`src/rtl/bdlp_pkg.sv`:
```
// Shared types and constants for the button debounce and long-press block.
package bdlp_pkg;

    localparam int NUM_INPUT_BITS = 5;  // raw input bits and held mask bits
    localparam int FUNC_W         = 3;
    localparam int INDEX_W        = 3;
    localparam int TIME_W         = 32;
    localparam int DEB_W          = 8;
    localparam int LONG_W         = 16;
    localparam int CFG_DATA_W     = 16;
    localparam int IN_DATA_W      = 48;
    localparam int OUT_DATA_W     = 8;

    typedef enum logic [FUNC_W-1:0] {
        FN_POLL     = 3'd0,
        FN_PRESSED  = 3'd1,
        FN_RELEASED = 3'd2,
        FN_LONG     = 3'd3,
        FN_HELD     = 3'd4
    } t_func;

    typedef enum logic {
        CFG_DEBOUNCE_TIME   = 1'b0,
        CFG_LONG_PRESS_TIME = 1'b1
    } t_cfg_index;

    localparam logic [DEB_W-1:0]  DEBOUNCE_RESET   = 8'd5;
    localparam logic [LONG_W-1:0] LONG_PRESS_RESET = 16'd600;

    // Per-request control shared by every lane.
    typedef struct packed {
        logic               accept;
        t_func              func;
        logic [INDEX_W-1:0] button_index;
        logic [TIME_W-1:0]  now_ms;
        logic [DEB_W-1:0]   debounce_time;
        logic [LONG_W-1:0]  long_press_time;
    } t_lane_ctl;

    // What one lane reports to the merge stage.
    typedef struct packed {
        logic flag;
        logic stable_next;
    } t_lane_res;

endpackage

```
`src/rtl/bdlp_lane.sv`:
```
// One button lane: debounce, edge events and long-press detection.
module bdlp_lane
    import bdlp_pkg::*;
#(
    parameter int LANE = 0
) (
    input  logic      i_clk,
    input  logic      i_rst_n,
    input  t_lane_ctl i_ctl,
    input  logic      i_raw,
    output t_lane_res o_res
);

    logic              r_last_raw, r_stable, r_pressed_ev, r_released_ev;
    logic              r_long_ev, r_long_done;
    logic [TIME_W-1:0] r_change_time, r_press_start;

    logic              raw_chg, stab_chg, stab_press, long_hit, sel, ld_eff;
    logic [TIME_W-1:0] deb_elapsed, long_elapsed;
    logic              stable_eff;

    assign raw_chg     = i_raw != r_last_raw;
    // A fresh raw change has zero elapsed time.
    assign deb_elapsed = raw_chg ? '0 : (i_ctl.now_ms - r_change_time);
    assign stab_chg    = (deb_elapsed >= {{(TIME_W-DEB_W){1'b0}}, i_ctl.debounce_time})
                         && (i_raw != r_stable);
    assign stab_press  = stab_chg && i_raw;
    assign stable_eff  = stab_chg ? i_raw : r_stable;
    assign ld_eff      = stab_press ? 1'b0 : r_long_done;
    assign long_elapsed = stab_press ? '0 : (i_ctl.now_ms - r_press_start);
    assign long_hit    = stable_eff && !ld_eff
                         && (long_elapsed >= {{(TIME_W-LONG_W){1'b0}}, i_ctl.long_press_time});

    assign sel = (int'(i_ctl.button_index) == LANE);

    always_comb begin
        o_res.flag        = 1'b0;
        o_res.stable_next = r_stable;
        case (i_ctl.func)
            FN_POLL: begin
                o_res.stable_next = stable_eff;
            end
            FN_PRESSED:  o_res.flag = sel && r_pressed_ev;
            FN_RELEASED: o_res.flag = sel && r_released_ev;
            FN_LONG:     o_res.flag = sel && r_long_ev;
            FN_HELD:     o_res.flag = sel && r_stable;
            default:     o_res.flag = 1'b0;
        endcase
    end

    always_ff @(posedge i_clk) begin
        if (!i_rst_n) begin
            r_last_raw    <= 1'b0;
            r_stable      <= 1'b0;
            r_pressed_ev  <= 1'b0;
            r_released_ev <= 1'b0;
            r_long_ev     <= 1'b0;
            r_long_done   <= 1'b0;
            r_change_time <= '0;
            r_press_start <= '0;
        end else if (i_ctl.accept) begin
            case (i_ctl.func)
                FN_POLL: begin
                    r_last_raw <= i_raw;
                    if (raw_chg) begin
                        r_change_time <= i_ctl.now_ms;
                    end
                    r_stable <= stable_eff;
                    if (stab_press) begin
                        r_pressed_ev  <= 1'b1;
                        r_press_start <= i_ctl.now_ms;
                    end
                    if (stab_chg && !i_raw) begin
                        r_released_ev <= 1'b1;
                    end
                    r_long_done <= ld_eff || long_hit;
                    if (long_hit) begin
                        r_long_ev <= 1'b1;
                    end
                end
                FN_PRESSED: begin
                    if (sel) r_pressed_ev <= 1'b0;
                end
                FN_RELEASED: begin
                    if (sel) r_released_ev <= 1'b0;
                end
                FN_LONG: begin
                    if (sel) r_long_ev <= 1'b0;
                end
                default: ;
            endcase
        end
    end

endmodule

```
`src/rtl/bdlp_merge.sv`:
```
// Merge stage: combine lane flags and build the held mask.
module bdlp_merge
    import bdlp_pkg::*;
#(
    parameter int NUM_BUTTONS = 5
) (
    input  t_lane_res                  i_res [NUM_BUTTONS],
    output logic                       o_flag,
    output logic [NUM_INPUT_BITS-1:0]  o_held_mask
);

    // At most one lane is selected, so an OR picks its flag.
    always_comb begin
        o_flag      = 1'b0;
        o_held_mask = '0;
        for (int i = 0; i < NUM_BUTTONS; i++) begin
            o_flag = o_flag | i_res[i].flag;
            if (i < NUM_INPUT_BITS) begin
                o_held_mask[i] = i_res[i].stable_next;
            end
        end
    end

endmodule

```
`src/rtl/button_debounce_long_press.sv`:
```
// Top level of the button debounce and long-press qualifier bank.
//
// Usage:
//   Slave stream (i_s_*) carries one request per beat: a poll with a raw
//   pressed bit per button and a millisecond timestamp, or a read of one
//   button's pressed, released or long event (read and clear) or its held
//   level. Master stream (o_m_*) returns one result per request: the
//   requested flag and the debounced held mask after the request.
//   Configuration writes (debounce time, long-press time) go through the
//   plain write port while the block is idle; the user must keep to this, as the block does not enforce it.
// Throughput:
//   One request per cycle while o_s_tready is high. Every button lane
//   updates in parallel with subtract-and-compare logic, and the result is
//   registered in the output register, or in the skid register if it is full.
// Reset (synchronous, active low):
//   All buttons start released with no events; debounce time 5 ms,
//   long-press time 600 ms; both output stages empty.
// Stall:
//   A skid register behind the output register takes one more request while
//   the receiver stalls; tready drops only when both stages hold results.
module button_debounce_long_press
    import bdlp_pkg::*;
#(
    parameter int NUM_BUTTONS = 5
) (
    input  logic                  i_clk,
    input  logic                  i_rst_n,
    // Slave request stream
    input  logic                  i_s_tvalid,
    output logic                  o_s_tready,
    // tdata: func[2:0], raw_pressed[7:3], now_ms[39:8], button_index[42:40], zero pad
    input  logic [IN_DATA_W-1:0]  i_s_tdata,
    // Master result stream
    output logic                  o_m_tvalid,
    input  logic                  i_m_tready,
    // tdata: flag[0], held_mask[5:1], zero pad
    output logic [OUT_DATA_W-1:0] o_m_tdata,
    // Configuration write port
    input  logic                  i_cfg_wr_en,
    input  logic                  i_cfg_addr,
    input  logic [CFG_DATA_W-1:0] i_cfg_data
);

    logic [DEB_W-1:0]      r_debounce_time;
    logic [LONG_W-1:0]     r_long_press_time;
    logic                  r_out_valid, r_skid_valid;
    logic [OUT_DATA_W-1:0] r_out_data, r_skid_data;

    t_lane_ctl                   lane_ctl;
    t_lane_res                   lane_res [NUM_BUTTONS];
    logic                        accept, take, res_flag;
    logic [NUM_INPUT_BITS-1:0]   raw_bits, held_mask;
    logic [OUT_DATA_W-1:0]       res_data;

    // Configuration registers.
    always_ff @(posedge i_clk) begin
        if (!i_rst_n) begin
            r_debounce_time   <= DEBOUNCE_RESET;
            r_long_press_time <= LONG_PRESS_RESET;
        end else if (i_cfg_wr_en) begin
            case (t_cfg_index'(i_cfg_addr))
                CFG_DEBOUNCE_TIME:   r_debounce_time   <= i_cfg_data[DEB_W-1:0];
                CFG_LONG_PRESS_TIME: r_long_press_time <= i_cfg_data;
                default: ;
            endcase
        end
    end

    // Accept while the skid stage is free.
    assign o_s_tready = !r_skid_valid;
    assign accept     = i_s_tvalid && o_s_tready;
    assign take       = r_out_valid && i_m_tready;

    assign raw_bits = i_s_tdata[7:3];

    always_comb begin
        lane_ctl.accept          = accept;
        lane_ctl.func            = t_func'(i_s_tdata[2:0]);
        lane_ctl.now_ms          = i_s_tdata[39:8];
        lane_ctl.button_index    = i_s_tdata[42:40];
        lane_ctl.debounce_time   = r_debounce_time;
        lane_ctl.long_press_time = r_long_press_time;
    end

    // One lane per button; buttons beyond the input bits see released.
    for (genvar g = 0; g < NUM_BUTTONS; g++) begin : g_lane
        logic lane_raw;
        if (g < NUM_INPUT_BITS) begin : g_bit
            assign lane_raw = raw_bits[g];
        end else begin : g_nobit
            assign lane_raw = 1'b0;
        end
        bdlp_lane #(
            .LANE (g)
        ) u_lane (
            .i_clk   (i_clk),
            .i_rst_n (i_rst_n),
            .i_ctl   (lane_ctl),
            .i_raw   (lane_raw),
            .o_res   (lane_res[g])
        );
    end

    bdlp_merge #(
        .NUM_BUTTONS (NUM_BUTTONS)
    ) u_merge (
        .i_res       (lane_res),
        .o_flag      (res_flag),
        .o_held_mask (held_mask)
    );

    assign res_data = {2'b00, held_mask, res_flag};

    // Output register with a skid stage behind it.
    always_ff @(posedge i_clk) begin
        if (!i_rst_n) begin
            r_out_valid  <= 1'b0;
            r_skid_valid <= 1'b0;
        end else if (!r_out_valid || take) begin
            if (r_skid_valid) begin
                r_out_valid  <= 1'b1;
                r_skid_valid <= 1'b0;
            end else begin
                r_out_valid <= accept;
            end
        end else if (accept) begin
            r_skid_valid <= 1'b1;
        end
    end

    always_ff @(posedge i_clk) begin
        if (!r_out_valid || take) begin
            if (r_skid_valid) begin
                r_out_data <= r_skid_data;
            end else if (accept) begin
                r_out_data <= res_data;
            end
        end else if (accept) begin
            r_skid_data <= res_data;
        end
    end

    assign o_m_tvalid = r_out_valid;
    assign o_m_tdata  = r_out_data;

endmodule
```
`config.mk`:
```
export PLATFORM = sky130hd
export DESIGN_NAME = button_debounce_long_press
export DESIGN_NICKNAME = d
export VERILOG_FILES = /design/src/rtl/bdlp_pkg.sv /design/src/rtl/bdlp_lane.sv /design/src/rtl/bdlp_merge.sv /design/src/rtl/button_debounce_long_press.sv
export SDC_FILE = /design/constraint.sdc
export NUM_CORES = 2
export LEC_CHECK = 0
export BUFFER_PORTS_ARGS = -buffer_cell sky130_fd_sc_hd__buf_4
export CORE_UTILIZATION = 40
export CTS_CLUSTER_DIAMETER = 100
export CTS_CLUSTER_SIZE = 8
export DETAILED_ROUTE_END_ITERATION = 8
export PLACE_DENSITY = 0.66
export SYNTH_ARGS = -nofsm -noshare
export SYNTH_HDL_FRONTEND = slang
export SYNTH_HIERARCHICAL = 1
export SYNTH_SLANG_ARGS = --single-unit
```
`constraint.sdc`:
```
create_clock -name i_clk -period 8.3 [get_ports i_clk]
set_input_delay 2.075 -clock i_clk [delete_from_list [all_inputs] [get_ports i_clk]]
set_output_delay 2.075 -clock i_clk [all_outputs]
set_load 0.005 [all_outputs]
```
==> summary.md <==
| Metric | Value |
|---|---|
| Vias per inst | `5.84` |
| Crit-path slowest cell | `or4_4` |
| Synth Cell Area | `39800 sq um` |
| DR WL/cell | `20.0 um` |
| GRT Total Usage | `0.271` |
| Post-layout minimum cycle time | `8.05 ns` |
| Initial Util | `0.404` |
| Area occupied by multi-input gates | `28900 sq um` |
| NetSw | `0.00218 W` |
| Largest stage delay, worst path | `0.56 ns` |
| Warning count from the yosys run | `6` |
| # fillers | `9920` |
| Commonest cells after routing, fill and taps aside | `nand2_1, a21oi_1, inv_1` |
| Clock Sinks | `388` |
| Skew final | `0.0292 ns` |
| P_int | `0.00397 W` |
| Sequential cell area | `7890 sq um` |
| Setup TNS | `0 ns` |
| Synth top area cells | `dfxtp_1, ha_1, a21oi_1` |
| Core area | `98600 sq um` |
| CTS tree | `done` |
| Die height | `317 um` |
| CTS Hold Bufs | `0` |
| Path type of the worst setup path | `in -> reg` |
| Post-layout util | `0.462` |
| H-tree level count | `2` |
| Worst EP arrival | `8.54 ns` |
| Synth unique cells | `117` |
| Leading cell type in the layout, fill and taps excluded | `nand2_1` |
| Final ANT Viol Nets | `0` |
| Final instance area | `45500 sq um` |
| Detailed placement HPWL | `108000 um` |
| First-pass DRT Iterations | `6` |
| Hold Crit Class | `reg -> reg` |
| Register area share after synthesis | `0.198` |
| Worst-skew pair later-pin latency | `0.65 ns` |
| Slew @ Worst Pin | `1.15 ns` |
| Gp weighted congestion | `0.971` |
| Async S/R FF share, synth | `0` |
| Register bit total from synthesis | `388` |
| Placed cells | `7024` |
| Final period utilization | `0.970` |
| # DRC | `0` |
| IO buf count | `72` |
| Root Driver | `clkbuf_16` |
| Setup Viol. Count Final | `0` |
| Synth area leader | `dfxtp_1` |
| Syn_area_per_cell | `7.20 sq um` |
| Maximum resistive drop on vdd | `0.152 mV` |
| Via count | `41442` |
| Critical Path Fanout Max | `13` |
| Fraction of power spent switching nets | `0.355` |
| Final Non-Filler Cells | `7097` |
| Endpoint type of the worst setup path | `flip-flop` |
| Max-slew headroom | `0.228` |
| Routed WL | `142000 um` |
| Worst Setup Start Kind | `input port` |
| Crit path required time | `8.79 ns` |
| Area delta synth->final | `14.4%` |
| Fin. Hold Viols | `0` |
| Row cnt | `115` |
| MaxCap Viol Count | `0` |
| Sequential share of power | `0.318` |
| Clock Tree Buf Depth | `3` |
| Power Density | `135 nW/um^2` |
| CP dominant cell by count | `ha_1` |
| Area share of the largest cell type after synthesis | `0.189` |
| Initial antenna violation count | `10` |
| Die Area | `101000 sq um` |
| Share of cells above drive strength 1 | `0.120` |
| Mapped Cells | `5530` |
| Post-synth EDFFs | `12` |
| Die width | `317 um` |
| Setup ws final | `0.246 ns` |
| Comb pwr share | `0.343` |
| Clock share of power | `0.339` |
| Leakage | `17.3 nW` |
| Pre-CTS setup slack | `-0.844 ns` |
| Slew Viols, Final | `0` |
| Max Fclk | `0.124 GHz` |
| Largest net degree at the start of global routing | `151` |
| Top_reg_cell synth | `dfxtp_1` |
| Nets | `6313` |
| Cts bufs inserted | `55` |
| First-pass GRT wire length | `218000 um` |
| Vias in the first global route | `37999` |
| IO Pins | `80` |
| Total global routing overflow | `0` |
| 1st-iter DRT viols | `3522` |
| Worst-path clk slew | `0.06 ns` |
| Cell Area, Placed | `43800 sq um` |
| Run status | `finished clean` |
-- timing repair --
item / 4_1_cts / 5_1_grt
endpoints found under the hold margin: 0 / 0
pin swaps: 3 / 29
cloned: 0 / 1
buffers inserted: 2 / 6
resized for setup: 9 / 44
endpoints found under the setup margin: 4 / 10
-- final cells by class --
cell class,instances,area share
Multi-Input combinational cell,4348,0.635
Sequential cell,388,0.173
Timing Repair Buffer,479,0.0814
Inverter,531,0.0438
Tap cell,1287,0.0354
Clock buffer,59,0.0305
Clock inverter,4,0.00107
Antenna cell,1,0.0000549
-- synth_stat cells (all sizes together), types with 13 or more instances --
cell,count
o2111ai,32
o21bai,37
mux2i,102
inv,531
xnor2,85
o2111a,15
a221oi,19
buf,79
a31oi,40
nand3b,31
and2,73
nor3b,17
mux2,14
o221ai,13
nor4,43
or4,15
a21oi,624
o22ai,15
o31ai,23
a21boi,82
dfxtp,376
or3,28
nand2b,58
nor2b,32
nand2,798
ha,430
nand3,222
o211ai,61
nor2,271
and3,37
a21o,116
o21a,84
clkbuf,185
a2111oi,24
a211oi,62
o21ai,339
a211o,21
xor2,89
nand4,95
nor3,88
-- power by group through the flow --
stage	combinational, W	sequential, W	clock, W
global route	0.00231	0.00196	0.00219
detailed placement	0.00201	0.00199	0
floorplan	0.00131	0.00197	0
global placement	0.00198	0.00199	0
CTS	0.00203	0.00195	0.00213
finish	0.00211	0.00195	0.00208
-- metrics by stage --
step	hold WS (ns)	power (W)
2_1_floorplan	0.435	0.00327
3_3_place_gp	0.442	0.00397
3_5_place_dp	0.447	0.00400
4_1_cts	0.454	0.00611
5_1_grt	0.466	0.00645
6_report	0.453	0.00615
-- sequential cells by signal, indices dropped and copies added, names as in the netlist --
name,cells
r_debounce_time,8
g_lane.u_lane/r_released_ev,5
g_lane.u_lane/r_long_ev,5
g_lane.u_lane/r_pressed_ev,5
r_skid_data,6
r_long_press_time,16
g_lane.u_lane/r_change_time,160
g_lane.u_lane/r_stable,5
r_skid_valid,1
g_lane.u_lane/r_press_start,160
o_m_tdata,6
o_m_tvalid,1
g_lane.u_lane/r_last_raw,5
g_lane.u_lane/r_long_done,5
-- kinds of logic (layout without fill, tap and decap cells) --
family,count (synthesis),count (layout),synth area share
AOI/OAI and AO/OA,1747,1747,0.287
xor gates and xnor gates,174,174,0.0383
adders and majority gates,440,440,0.140
buffers and inverters,795,1073,0.0822
DFF,388,388,0.198
muxes,116,116,0.0296
other,1,3,0.0000942
and+or+nand+nor,1869,1869,0.224
-- worst paths after layout --
| check | start | endpoint | slack [ns] | depth (start not counted) |
|---|---|---|---|---|
| worst max-delay path | i_s_tdata[8] | g_lane[3].u_lane/r_long_done$_SDFFE_PN0P_ | 0.25 | 33 |
| worst min-delay path | g_lane[0].u_lane/r_change_time[6]$_SDFFE_PN0P_ | g_lane[0].u_lane/r_change_time[6]$_SDFFE_PN0P_ | 0.45 | 2 |
| worst max register to register | g_lane[3].u_lane/r_change_time[0]$_SDFFE_PN0P_ | g_lane[3].u_lane/r_long_done$_SDFFE_PN0P_ | 1.59 | 31 |
| worst min register to register | g_lane[0].u_lane/r_change_time[6]$_SDFFE_PN0P_ | g_lane[0].u_lane/r_change_time[6]$_SDFFE_PN0P_ | 0.45 | 2 |
-- layer usage --
metal	GRT usage	vias to the layer above	share of wire	routed length, um
met1	0.368	19566	0.45	63900
met3	0.0390	247	0.070	9880
met2	0.433	1314	0.44	62500
li1	-	20305	-	-
met5	0	-	0.00044	62
met4	0.0988	10	0.040	5670
-- critical path, delay by kind of cell --
kind	cells	cell delay [ns]
compound gates	14	2.50
fa+ha+maj	4	1.10
xor+xnor	1	0.14
buf+inv	3	0.37
simple gates	11	2.31
(Power assumes the default switching activity.)
